**src/sv/tksel_pkg.sv**
```systemverilog
`timescale 1ns / 1ps
`default_nettype none
// ----------------------------------------------------------------------------
// tksel_pkg
// Shared types and constants of the top-k score selector.
// ----------------------------------------------------------------------------
package tksel_pkg;

    localparam int SCORE_W  = 16;
    localparam int OUT_CH_W = 6;
    localparam int RANK_W   = 3;
    localparam int CNT_W    = 4;
    // ranked list never holds more than this many entries
    localparam int LIST_CAP = 8;

    typedef struct packed {
        logic step;      // input beat accepted
        logic load_out;  // load the next ranked entry into the output register
        logic end_set;   // last entry loaded, clear for the next set
    } cmd_t;

    typedef struct packed {
        logic emit_last; // entry at the current rank is the final one
    } status_t;

    typedef struct packed {
        logic [OUT_CH_W-1:0] channel;
        logic [SCORE_W-1:0]  rank_score;
        logic [RANK_W-1:0]   rank;
        logic [CNT_W-1:0]    sel_total;
        logic                is_last;
        logic                overflow;
    } result_t;

endpackage
`default_nettype wire

```
**src/sv/tksel_in_if.sv**
```systemverilog
`timescale 1ns / 1ps
`default_nettype none
// ----------------------------------------------------------------------------
// tksel_in_if
// Score channel: one score per beat, with the end-of-set mark.
// ----------------------------------------------------------------------------
interface tksel_in_if;
    import tksel_pkg::*;

    logic               valid;
    logic               ready;
    logic [SCORE_W-1:0] score;
    logic               final_channel;

    modport source (output valid, output score, output final_channel, input ready);
    modport sink (input valid, input score, input final_channel, output ready);

endinterface
`default_nettype wire

```
**src/sv/tksel_out_if.sv**
```systemverilog
`timescale 1ns / 1ps
`default_nettype none
// ----------------------------------------------------------------------------
// tksel_out_if
// Ranked result channel: one list entry per beat.
// ----------------------------------------------------------------------------
interface tksel_out_if;
    import tksel_pkg::*;

    logic                valid;
    logic                ready;
    logic [OUT_CH_W-1:0] channel;
    logic [SCORE_W-1:0]  rank_score;
    logic [RANK_W-1:0]   rank;
    logic [CNT_W-1:0]    sel_total;
    logic                is_last;
    logic                overflow;

    modport source (output valid, output channel, output rank_score, output rank,
                    output sel_total, output is_last, output overflow,
                    input ready);
    modport sink (input valid, input channel, input rank_score, input rank,
                  input sel_total, input is_last, input overflow,
                  output ready);

endinterface
`default_nettype wire

```
**src/sv/top_k_score_selector_core.sv**
```systemverilog
`timescale 1ns / 1ps
`default_nettype none
// ----------------------------------------------------------------------------
// top_k_score_selector_core
// Keeps the highest scores of a set of channels in a ranked list and sends
// the list out rank by rank at the end of each set.
// ----------------------------------------------------------------------------
//  port            dir   beat contents
//  item            in    score, final_channel (channel index counted here)
//  result          out   channel, rank_score, rank, sel_total, is_last,
//                        overflow
//  cfg_we/wdata    in    max_selected limit, no read-back
//
//  one score beat per cycle while collecting; the insert is a single pass
//  through the compare-and-shift cell row.
//  after the final beat of a set, one result beat per cycle for each kept
//  entry (one beat for an empty list), limited by the output register;
//  no score beat is taken during that time.
//  result stalls hold the emit walk; the next set starts once the last
//  result beat sits in the output register.
//  reset clears the list count, channel counter and overflow flag and sets
//  the limit to eight entries.
// ----------------------------------------------------------------------------
module top_k_score_selector_core
    import tksel_pkg::*;
#(
    parameter int MAX_SELECTED = 8,
    parameter int MAX_CHANNELS = 64
)
(
    input  wire logic             clk,
    input  wire logic             rst_n,
    input  wire logic             cfg_we,
    input  wire logic [CNT_W-1:0] cfg_wdata,
    tksel_in_if.sink              item,
    tksel_out_if.source           result
);

    cmd_t    cmd;
    status_t status;
    result_t res;
    logic    in_ready;
    logic    out_valid;

    tksel_ctrl u_ctrl (
        .clk       (clk),
        .rst_n     (rst_n),
        .in_valid  (item.valid),
        .in_final  (item.final_channel),
        .in_ready  (in_ready),
        .out_valid (out_valid),
        .out_ready (result.ready),
        .cmd       (cmd),
        .status    (status)
    );

    tksel_datapath #(
        .MAX_SELECTED (MAX_SELECTED),
        .MAX_CHANNELS (MAX_CHANNELS)
    ) u_datapath (
        .clk       (clk),
        .rst_n     (rst_n),
        .cfg_we    (cfg_we),
        .cfg_wdata (cfg_wdata),
        .score     (item.score),
        .cmd       (cmd),
        .status    (status),
        .result    (res)
    );

    assign item.ready        = in_ready;
    assign result.valid      = out_valid;
    assign result.channel    = res.channel;
    assign result.rank_score = res.rank_score;
    assign result.rank       = res.rank;
    assign result.sel_total  = res.sel_total;
    assign result.is_last    = res.is_last;
    assign result.overflow   = res.overflow;

endmodule
`default_nettype wire

```
**src/sv/tksel_ctrl.sv**
```systemverilog
`timescale 1ns / 1ps
`default_nettype none
// ----------------------------------------------------------------------------
// tksel_ctrl
// Controller: accepts scores, then walks the emit phase one beat per rank.
// ----------------------------------------------------------------------------
module tksel_ctrl
    import tksel_pkg::*;
(
    input  wire logic    clk,
    input  wire logic    rst_n,
    input  wire logic    in_valid,
    input  wire logic    in_final,
    output logic         in_ready,
    output logic         out_valid,
    input  wire logic    out_ready,
    output cmd_t         cmd,
    input  wire status_t status
);

    localparam logic ST_COLLECT = 1'b0;
    localparam logic ST_EMIT    = 1'b1;

    logic state_reg, state_next;
    logic out_valid_reg, out_valid_next;
    logic slot_free;

    assign in_ready  = (state_reg == ST_COLLECT);
    assign out_valid = out_valid_reg;
    assign slot_free = !out_valid_reg || out_ready;

    always_comb
    begin
        state_next   = state_reg;
        cmd.step     = 1'b0;
        cmd.load_out = 1'b0;
        cmd.end_set  = 1'b0;
        unique case (state_reg)
            ST_COLLECT:
            begin
                if (in_valid)
                begin
                    cmd.step = 1'b1;
                    if (in_final)
                    begin
                        state_next = ST_EMIT;
                    end
                end
            end
            ST_EMIT:
            begin
                if (slot_free)
                begin
                    cmd.load_out = 1'b1;
                    if (status.emit_last)
                    begin
                        cmd.end_set = 1'b1;
                        state_next  = ST_COLLECT;
                    end
                end
            end
            default:
            begin
                state_next = ST_COLLECT;
            end
        endcase
    end

    always_comb
    begin
        out_valid_next = out_valid_reg;
        if (cmd.load_out)
        begin
            out_valid_next = 1'b1;
        end
        else if (out_ready)
        begin
            out_valid_next = 1'b0;
        end
    end

    always_ff @(posedge clk or negedge rst_n)
    begin
        if (!rst_n)
        begin
            state_reg     <= ST_COLLECT;
            out_valid_reg <= 1'b0;
        end
        else
        begin
            state_reg     <= state_next;
            out_valid_reg <= out_valid_next;
        end
    end

endmodule
`default_nettype wire

```
**src/sv/tksel_datapath.sv**
```systemverilog
`timescale 1ns / 1ps
`default_nettype none
// ----------------------------------------------------------------------------
// tksel_datapath
// Row of compare-and-shift cells holding the ranked list, channel counter,
// limit register and the output register.
// ----------------------------------------------------------------------------
module tksel_datapath
    import tksel_pkg::*;
#(
    parameter int MAX_SELECTED = 8,
    parameter int MAX_CHANNELS = 64
)
(
    input  wire logic               clk,
    input  wire logic               rst_n,
    input  wire logic               cfg_we,
    input  wire logic [CNT_W-1:0]   cfg_wdata,
    input  wire logic [SCORE_W-1:0] score,
    input  wire cmd_t               cmd,
    output status_t                 status,
    output result_t                 result
);

    localparam int LIST_DEPTH = (MAX_SELECTED < LIST_CAP) ? MAX_SELECTED : LIST_CAP;
    localparam int IDX_W      = (LIST_DEPTH > 1) ? $clog2(LIST_DEPTH) : 1;
    localparam int CH_W       = $clog2(MAX_CHANNELS);
    localparam int NCH_W      = $clog2(MAX_CHANNELS + 1);

    logic [CNT_W-1:0]   max_sel_reg;
    logic [SCORE_W-1:0] score_reg [LIST_DEPTH];
    logic [CH_W-1:0]    ch_reg    [LIST_DEPTH];
    logic [CNT_W-1:0]   count_reg, count_next;
    logic [NCH_W-1:0]   next_ch_reg;
    logic               overflow_reg;
    logic [IDX_W-1:0]   rank_reg;
    result_t            result_reg;

    logic [CNT_W-1:0]      k;
    logic [CNT_W-1:0]      cnt;
    logic [LIST_DEPTH-1:0] keep_ahead;
    logic                  free_slot;
    logic                  ch_full;
    logic                  do_insert;
    logic [SCORE_W-1:0]    cell_score [LIST_DEPTH];
    logic [CH_W-1:0]       cell_ch    [LIST_DEPTH];

    assign k   = (max_sel_reg > CNT_W'(LIST_DEPTH)) ? CNT_W'(LIST_DEPTH) : max_sel_reg;
    assign cnt = (count_reg > k) ? k : count_reg;

    assign ch_full   = (next_ch_reg >= NCH_W'(MAX_CHANNELS));
    assign do_insert = cmd.step && !ch_full && (score != '0);

    // entries that stay ahead of the new score (ties keep the earlier channel)
    always_comb
    begin
        free_slot = 1'b0;
        for (int i = 0; i < LIST_DEPTH; i++)
        begin
            keep_ahead[i] = (CNT_W'(i) < cnt) && (score_reg[i] >= score);
            if ((CNT_W'(i) < k) && !keep_ahead[i])
            begin
                free_slot = 1'b1;
            end
        end
    end

    always_comb
    begin
        count_next = cnt;
        if (free_slot && (cnt < k))
        begin
            count_next = cnt + CNT_W'(1);
        end
    end

    for (genvar g = 0; g < LIST_DEPTH; g++)
    begin : g_cell
        if (g == 0)
        begin : g_head
            always_comb
            begin
                if (keep_ahead[g])
                begin
                    cell_score[g] = score_reg[g];
                    cell_ch[g]    = ch_reg[g];
                end
                else
                begin
                    cell_score[g] = score;
                    cell_ch[g]    = next_ch_reg[CH_W-1:0];
                end
            end
        end
        else
        begin : g_body
            always_comb
            begin
                if (keep_ahead[g])
                begin
                    cell_score[g] = score_reg[g];
                    cell_ch[g]    = ch_reg[g];
                end
                else if (keep_ahead[g-1])
                begin
                    cell_score[g] = score;
                    cell_ch[g]    = next_ch_reg[CH_W-1:0];
                end
                else
                begin
                    cell_score[g] = score_reg[g-1];
                    cell_ch[g]    = ch_reg[g-1];
                end
            end
        end

        always_ff @(posedge clk)
        begin
            if (do_insert)
            begin
                score_reg[g] <= cell_score[g];
                ch_reg[g]    <= cell_ch[g];
            end
        end
    end

    // emit side
    logic [CNT_W-1:0] rank_ext;
    assign rank_ext         = CNT_W'(rank_reg);
    assign status.emit_last = (cnt == '0) || ((rank_ext + CNT_W'(1)) == cnt);

    always_ff @(posedge clk)
    begin
        if (cmd.load_out)
        begin
            result_reg.rank      <= RANK_W'(rank_reg);
            result_reg.sel_total <= cnt;
            result_reg.is_last   <= status.emit_last;
            result_reg.overflow  <= overflow_reg;
            if (cnt == '0)
            begin
                result_reg.channel    <= '0;
                result_reg.rank_score <= '0;
            end
            else
            begin
                result_reg.channel    <= OUT_CH_W'(ch_reg[rank_reg]);
                result_reg.rank_score <= score_reg[rank_reg];
            end
        end
    end

    assign result = result_reg;

    always_ff @(posedge clk or negedge rst_n)
    begin
        if (!rst_n)
        begin
            max_sel_reg  <= CNT_W'(LIST_CAP);
            count_reg    <= '0;
            next_ch_reg  <= '0;
            overflow_reg <= 1'b0;
            rank_reg     <= '0;
        end
        else
        begin
            if (cfg_we)
            begin
                max_sel_reg <= cfg_wdata;
            end
            if (cmd.end_set)
            begin
                count_reg    <= '0;
                next_ch_reg  <= '0;
                overflow_reg <= 1'b0;
                rank_reg     <= '0;
            end
            else
            begin
                if (cmd.load_out)
                begin
                    rank_reg <= rank_reg + IDX_W'(1);
                end
                if (cmd.step)
                begin
                    if (ch_full)
                    begin
                        overflow_reg <= 1'b1;
                    end
                    else
                    begin
                        next_ch_reg <= next_ch_reg + NCH_W'(1);
                        if (do_insert)
                        begin
                            count_reg <= count_next;
                        end
                    end
                end
            end
        end
    end

endmodule
`default_nettype wire
```
**src/flat_wrapper.sv**
```systemverilog
// flat-port wrapper written by rule: the top's interface ports become plain ports
module top_k_score_selector_core_flat import tksel_pkg::*;
#(
    parameter int MAX_SELECTED = 8,
    parameter int MAX_CHANNELS = 64
)
  (clk, rst_n, cfg_we, cfg_wdata, item_valid, item_score, item_final_channel, item_ready, result_valid, result_channel, result_rank_score, result_rank, result_sel_total, result_is_last, result_overflow, result_ready);
  tksel_in_if item_i ();
  tksel_out_if result_i ();
  input  wire logic clk;
  input  wire logic rst_n;
  input  wire logic cfg_we;
  input  wire logic [CNT_W-1:0] cfg_wdata;
  input wire logic [$bits(item_i.valid)-1:0] item_valid;
  input wire logic [$bits(item_i.score)-1:0] item_score;
  input wire logic [$bits(item_i.final_channel)-1:0] item_final_channel;
  output wire logic [$bits(item_i.ready)-1:0] item_ready;
  output wire logic [$bits(result_i.valid)-1:0] result_valid;
  output wire logic [$bits(result_i.channel)-1:0] result_channel;
  output wire logic [$bits(result_i.rank_score)-1:0] result_rank_score;
  output wire logic [$bits(result_i.rank)-1:0] result_rank;
  output wire logic [$bits(result_i.sel_total)-1:0] result_sel_total;
  output wire logic [$bits(result_i.is_last)-1:0] result_is_last;
  output wire logic [$bits(result_i.overflow)-1:0] result_overflow;
  input wire logic [$bits(result_i.ready)-1:0] result_ready;
  assign item_i.valid = item_valid;
  assign item_i.score = item_score;
  assign item_i.final_channel = item_final_channel;
  assign item_ready = item_i.ready;
  assign result_valid = result_i.valid;
  assign result_channel = result_i.channel;
  assign result_rank_score = result_i.rank_score;
  assign result_rank = result_i.rank;
  assign result_sel_total = result_i.sel_total;
  assign result_is_last = result_i.is_last;
  assign result_overflow = result_i.overflow;
  assign result_i.ready = result_ready;
  top_k_score_selector_core #(.MAX_SELECTED(MAX_SELECTED), .MAX_CHANNELS(MAX_CHANNELS)) u_core (.clk(clk), .rst_n(rst_n), .cfg_we(cfg_we), .cfg_wdata(cfg_wdata), .item(item_i), .result(result_i));
endmodule
```
**config.mk**
```make
export PLATFORM = sky130hd
export DESIGN_NAME = top_k_score_selector_core_flat
export DESIGN_NICKNAME = d
export VERILOG_FILES = /design/src/sv/tksel_pkg.sv /design/src/sv/tksel_in_if.sv /design/src/sv/tksel_out_if.sv /design/src/sv/top_k_score_selector_core.sv /design/src/sv/tksel_ctrl.sv /design/src/sv/tksel_datapath.sv /design/src/flat_wrapper.sv
export SDC_FILE = /design/constraint.sdc
export NUM_CORES = 1
export LEC_CHECK = 0
export BUFFER_PORTS_ARGS = -buffer_cell sky130_fd_sc_hd__buf_2
export CAP_MARGIN = 5
export CORE_MARGIN = 2
export CORE_UTILIZATION = 40
export CTS_BUF_LIST = sky130_fd_sc_hd__clkbuf_8
export DETAILED_ROUTE_END_ITERATION = 10
export GPL_TIMING_DRIVEN = 1
export HOLD_SLACK_MARGIN = 0.1
export PLACE_DENSITY = 0.56
export SLEW_MARGIN = 20
export SYNTH_ARGS = -nofsm -noshare
export SYNTH_HDL_FRONTEND = slang
export SYNTH_SLANG_ARGS = --single-unit
```
**constraint.sdc**
```tcl
create_clock -name clk -period 12.05 [get_ports clk]
set_input_delay 1.205 -clock clk [delete_from_list [all_inputs] [get_ports clk]]
set_output_delay 1.205 -clock clk [all_outputs]
set_load 0.01 [all_outputs]
```
# After elaboration in Yosys (flattened, before gate mapping)

Memories as Yosys holds them, arrays and structs flattened. A register that Yosys moved wholly into a read port is not among the register bits.
Index checks and enable logic that the tools add are counted.

Register bits after elaboration: 30
Bits in writable memories: 176
Bits of input ports: 26
Logic and storage cells: 158
Memories kept: 2

Add/sub/neg operators: 4
Order comparisons: 28
Equal/unequal tests: 3
Mux-type cells: 67
Bitwise operators: 1
Reductions and logical operators: 42

Memory list:

| name                        | words | width | read ports | clocked after Yosys merged registers in | write ports | RTL line             | source |
|---|---|---|---|---|---|---|---|
| u_core.u_datapath.score_reg | 8     | 16    | 9          | 1                                       | 8           | tksel_datapath.sv:31 | `logic [SCORE_W-1:0] score_reg [LIST_DEPTH];` |
| u_core.u_datapath.ch_reg    | 8     | 6     | 8          | 1                                       | 8           | tksel_datapath.sv:32 | `logic [CH_W-1:0] ch_reg [LIST_DEPTH];` |

Operators with widths:

| operator                                                 | number |
|---|---|
| two-way mux 16 bit                                       | 15 |
| greater-or-equal comparator 16 bit                       | 8 |
| two-way mux 6 bit                                        | 15 |
| < comparator 3 x 4 -> 1 bit, first input constant        | 8 |
| two-way mux 4 bit                                        | 7 |
| two-way mux 1 bit                                        | 22 |
| two-way mux 7 bit                                        | 3 |
| logical AND 1 bit                                        | 19 |
| < comparator 1 x 4 -> 1 bit, first input constant        | 4 |
| < comparator 2 x 4 -> 1 bit, first input constant        | 4 |
| nonzero test 16 bit                                      | 1 |
| logical NOT 1 bit                                        | 10 |
| nonzero test 2 bit                                       | 5 |
| adder 7 x 1 -> 7 bit, second input constant              | 1 |
| greater-or-equal comparator 7 bit, second input constant | 1 |
| two-way mux 3 bit                                        | 2 |
| AND reduction 2 bit                                      | 3 |
| adder 3 x 1 -> 4 bit, second input constant              | 1 |
| adder 4 x 1 -> 4 bit, second input constant              | 1 |
| equality test 4 bit                                      | 1 |
| > comparator 4 bit                                       | 1 |
| > comparator 4 bit, second input constant                | 1 |
| logical NOT 4 bit                                        | 1 |
| < comparator 4 bit                                       | 1 |
| other kinds (8)                                          | 10 |

# Depth between registers and ports, before layout

Word-level depth: 22
Depth in mapped cells: 16
Depth with buffers taken out: 16

# Cells and area by module

A second synthesis with hierarchy kept.

Cells, all modules: 1,115
Area, all modules: 13,663.1 µm²

By module, submodules not included:

| module         | instances | cells an instance | area each (µm²) | sequential area each (µm²) |
|---|---|---|---|---|
| tksel_datapath | 1         | 1,104             | 13,550.5        | 6,692.7 |
| tksel_ctrl     | 1         | 11                | 112.6           | 50.0 |

# Worst setup path after synthesis

Ideal clock, no wire load.

Path kind: input-to-reg
From: input item_score[10]
To: memory u_core.u_datapath.ch_reg[5][0] (netlist name) (enable)
Setup time: 0.401 ns
Data arrival time: 3.753 ns
Slack: 7.897 ns
Stages on the path: 9
Path buffers: 1
Cell sequence: inv_1 > ha_1 > a21oi_1 > a21boi_0 > o41ai_1 > o211ai_1 > a21boi_1 > buf_2 > nor2_1

RTL lines:

| element     | RTL line             | source |
|---|---|---|
| from (decl) | flat_wrapper.sv:15   | `input wire logic [$bits(item_i.score)-1:0] item_score;` |
| to (decl)   | tksel_datapath.sv:32 |  |

==> results.py <==
metrics = {
    "outcome": {
        "status": "finished, final reports clean",
    },
    "cells_and_area": {
        "diodes": 0,
        "design_area_mm2": 0.0152,
        "nNetsFinal": 1318,
        "final_cell_mix": "edfxtp_1 (207), ha_1 (140), nand2_1 (111), o21ai_0 (103), mux2_2 (86)",
        "largest_reg_flops": 128,
        "final_layout_size_suffix_gt1_frac": 0.238,
        "syn_to_final_growth_pct": 12.3,
        "layout_commonest_cell": "edfxtp_1",
    },
    "power_and_ir_drop": {
        "power-per-cell-area_mw_per_mm2": 247,
        "vdd_drop_max_mv": 0.107,
        "p_leak_nw": 5.89,
    },
    "critical_path": {
        "path_max_fanout": 18,
        "arrival_ps": 4920,
        "cp-end-kind": "flip-flop",
        "setup.worst_path.start_class": "flip-flop",
        "path_delay_family": "simple AND/OR/NAND/NOR gates",
        "critPathMaxStageDelay_ps": 830,
        "worstSetupPathType": "flip-flop to flip-flop",
        "crit_chain": "inv_2, nand2_1, ha_1, and4_1, a21oi_2, mux2i_1, ha_1, inv_1, o31ai_4, and2_1, buf_4",
        "slowest_stage": "and2_1",
        "path_common_cell": "ha_1",
        "cp.required_ps": 12270,
        "path_buf_inv": 3,
        "r2r_setup_slack_ps": 7360,
    },
    "global_routing": {
        "grt_max_degree": 47,
        "grt_pass1_vias": 9296,
        "grt_use_total": 0.215,
        "grt_overflow": 0,
        "grt_pass1_wl_mm": 57.4,
        "antenna_found_initial": 2,
    },
    "placed_design": {
        "globalplace.congestion": 0.840,
        "port_buffers": 58,
        "post_dp_cell_area_mm2": 0.0144,
        "dpl.hpwl_mm": 25.8,
    },
    "synth": {
        "synth-seq-cells": 228,
        "syn_area_mm2": 0.0136,
        "async_flop_share": 0.0921,
        "syn_inst": 1074,
        "synthFlopType": "edfxtp_1",
        "synth-edff-count": 207,
        "yosys_warnings": 0,
        "synth.net_count": 1240,
        "ys_types": 69,
        "ys_seq_area_frac": 0.497,
        "avgSynthCellArea_um2": 12.6,
    },
    "timing": {
        "hold_viol": 0,
        "maxSlewHeadroom": 0.310,
        "final.setup.tns_ps": 0,
        "tightest_slew_ps": 1040,
        "fin_crit_sh": 0.389,
        "setup_viol": 0,
        "finClkSkew_ps": 23.1,
        "finalCriticalPeriod_ps": 4690,
        "slew_viol_final": 0,
        "rsz0062_at_grt": "false",
        "fmax_mhz": 213,
    },
    "clock_tree": {
        "post-cts-setup-buffers": 0,
        "cts_hold_buf": 0,
        "cts.sinks": 228,
        "cts.clk_slew.worst_paths_ps": 60,
        "htree_num_levels": 2,
        "insertion_delay_ps": 550,
        "cts_buffers": 41,
        "clockRootBuffer": "clkbuf_8",
        "clockBufferDepth": 3,
        "cts_tree": "yes",
        "post_cts_resized": 0,
    },
    "floorplan": {
        "die_area_mm2": 0.0354,
        "core_mm2": 0.0334,
        "io_pins": 59,
        "initial_core_util": 0.406,
        "die-height_um": 188,
        "die_width_um": 188,
        "row_count": 67,
    },
    "drt": {
        "drc": 0,
        "vias": 9209,
        "wl_per_cell_um": 23.0,
        "firstDrtPassIters": 5,
        "drt_iter0_drc": 652,
        "antenna_left": 0,
        "wirelength_mm": 37.4,
        "via_per_inst": 5.66,
    },
    "job": {
        "drv_cap": 0,
    },
    "hold_path": {
        "hp-class": "flip-flop to flip-flop",
    },
}
through the flow:
step / hold slack, ps / instances / utilization / setup WS, ps / power, mW
3_5_place_dp: 450 / 1554 / 0.432 / 6880 / 3.08
4_1_cts: 464 / 1624 / 0.453 / 7320 / 3.76
6_report: 463 / 1627 / 0.456 / 7360 / 3.76
3_3_place_gp: 448 / 1554 / 0.432 / 6960 / 3.06
5_1_grt: 472 / 1627 / 0.456 / 7000 / 4.00
2_1_floorplan: 423 / 1074 / - / 7900 / 2.52
worst paths after layout:
check | from | to | cells after the start
max in group asynchronous | rst_n | u_core.u_datapath.rank_reg[0] | 1
worst min register to register | u_core.u_datapath.overflow_reg | u_core.u_datapath.result[0] | 0
worst max-delay path | u_core.u_datapath.max_sel_reg[3] | u_core.u_datapath.ch_reg[0][1] | 11
min in group asynchronous | rst_n | u_core.u_datapath.next_ch_reg[4] | 1
worst min-delay path | u_core.u_datapath.overflow_reg | u_core.u_datapath.result[0] | 0
worst max register to register | u_core.u_datapath.max_sel_reg[3] | u_core.u_datapath.ch_reg[0][1] | 11
kinds of logic after synthesis:
family	Yosys count	share of synthesized area
xor+xnor	10	0.00645
compound gates	217	0.0999
simple gates	234	0.0781
mux	156	0.164
fa+ha+maj	141	0.130
buf+inv	88	0.0253
flops	228	0.497
synthesized netlist by cell type (3+ instances only):
cell type | n | area, um^2
nor3_1 | 15 | 75.1
buf_1 | 10 | 37.5
mux2i_1 | 26 | 260
nand2_1 | 111 | 417
nand4_1 | 5 | 31.3
a211oi_1 | 8 | 60.1
xnor2_1 | 8 | 70.1
clkbuf_1 | 28 | 105
mux2_2 | 86 | 968
o21a_1 | 10 | 75.1
edfxtp_1 | 207 | 6220
nor2_1 | 53 | 199
a31oi_1 | 3 | 18.8
buf_2 | 4 | 20.0
nand2b_1 | 6 | 37.5
nand3_1 | 11 | 55.1
and2_1 | 6 | 37.5
nor4_1 | 4 | 25.0
o21ai_0 | 103 | 515
a21o_1 | 10 | 75.1
a21oi_1 | 42 | 210
dfrtp_1 | 20 | 500
ha_1 | 140 | 1750
o211ai_1 | 6 | 45.0
mux4_2 | 44 | 991
nor3b_1 | 3 | 22.5
inv_1 | 42 | 158
o2111ai_1 | 3 | 26.3
and4_1 | 8 | 70.1
metal layers:
metal | up-vias | wire, um | global-route usage
li1 | 4290 | - | -
met1 | 4570 | 17400 | 0.308
met2 | 281 | 17000 | 0.335
met3 | 68 | 2000 | 0.0324
met4 | 0 | 991 | 0.0694
met5 | - | 0 | 0
layout make-up:
| cell class | instances | area, um^2 |
|---|---|---|
| tap | 448 | 561 |
| clock buffer | 45 | 619 |
| timing repair buffer | 79 | 508 |
| fill | 3092 | 18200 |
| inverter | 44 | 166 |
| multi-input combinational | 758 | 6530 |
| clock inverter | 25 | 100 |
| sequential | 228 | 6750 |
power by group:
part | switching, mW | internal (mW)
clock network | 0.324 | 0.339
logic | 0.886 | 0.686
registers | 0.233 | 1.29
total | 1.44 | 2.31
Note: power is estimated with default switching activity, not from simulation.
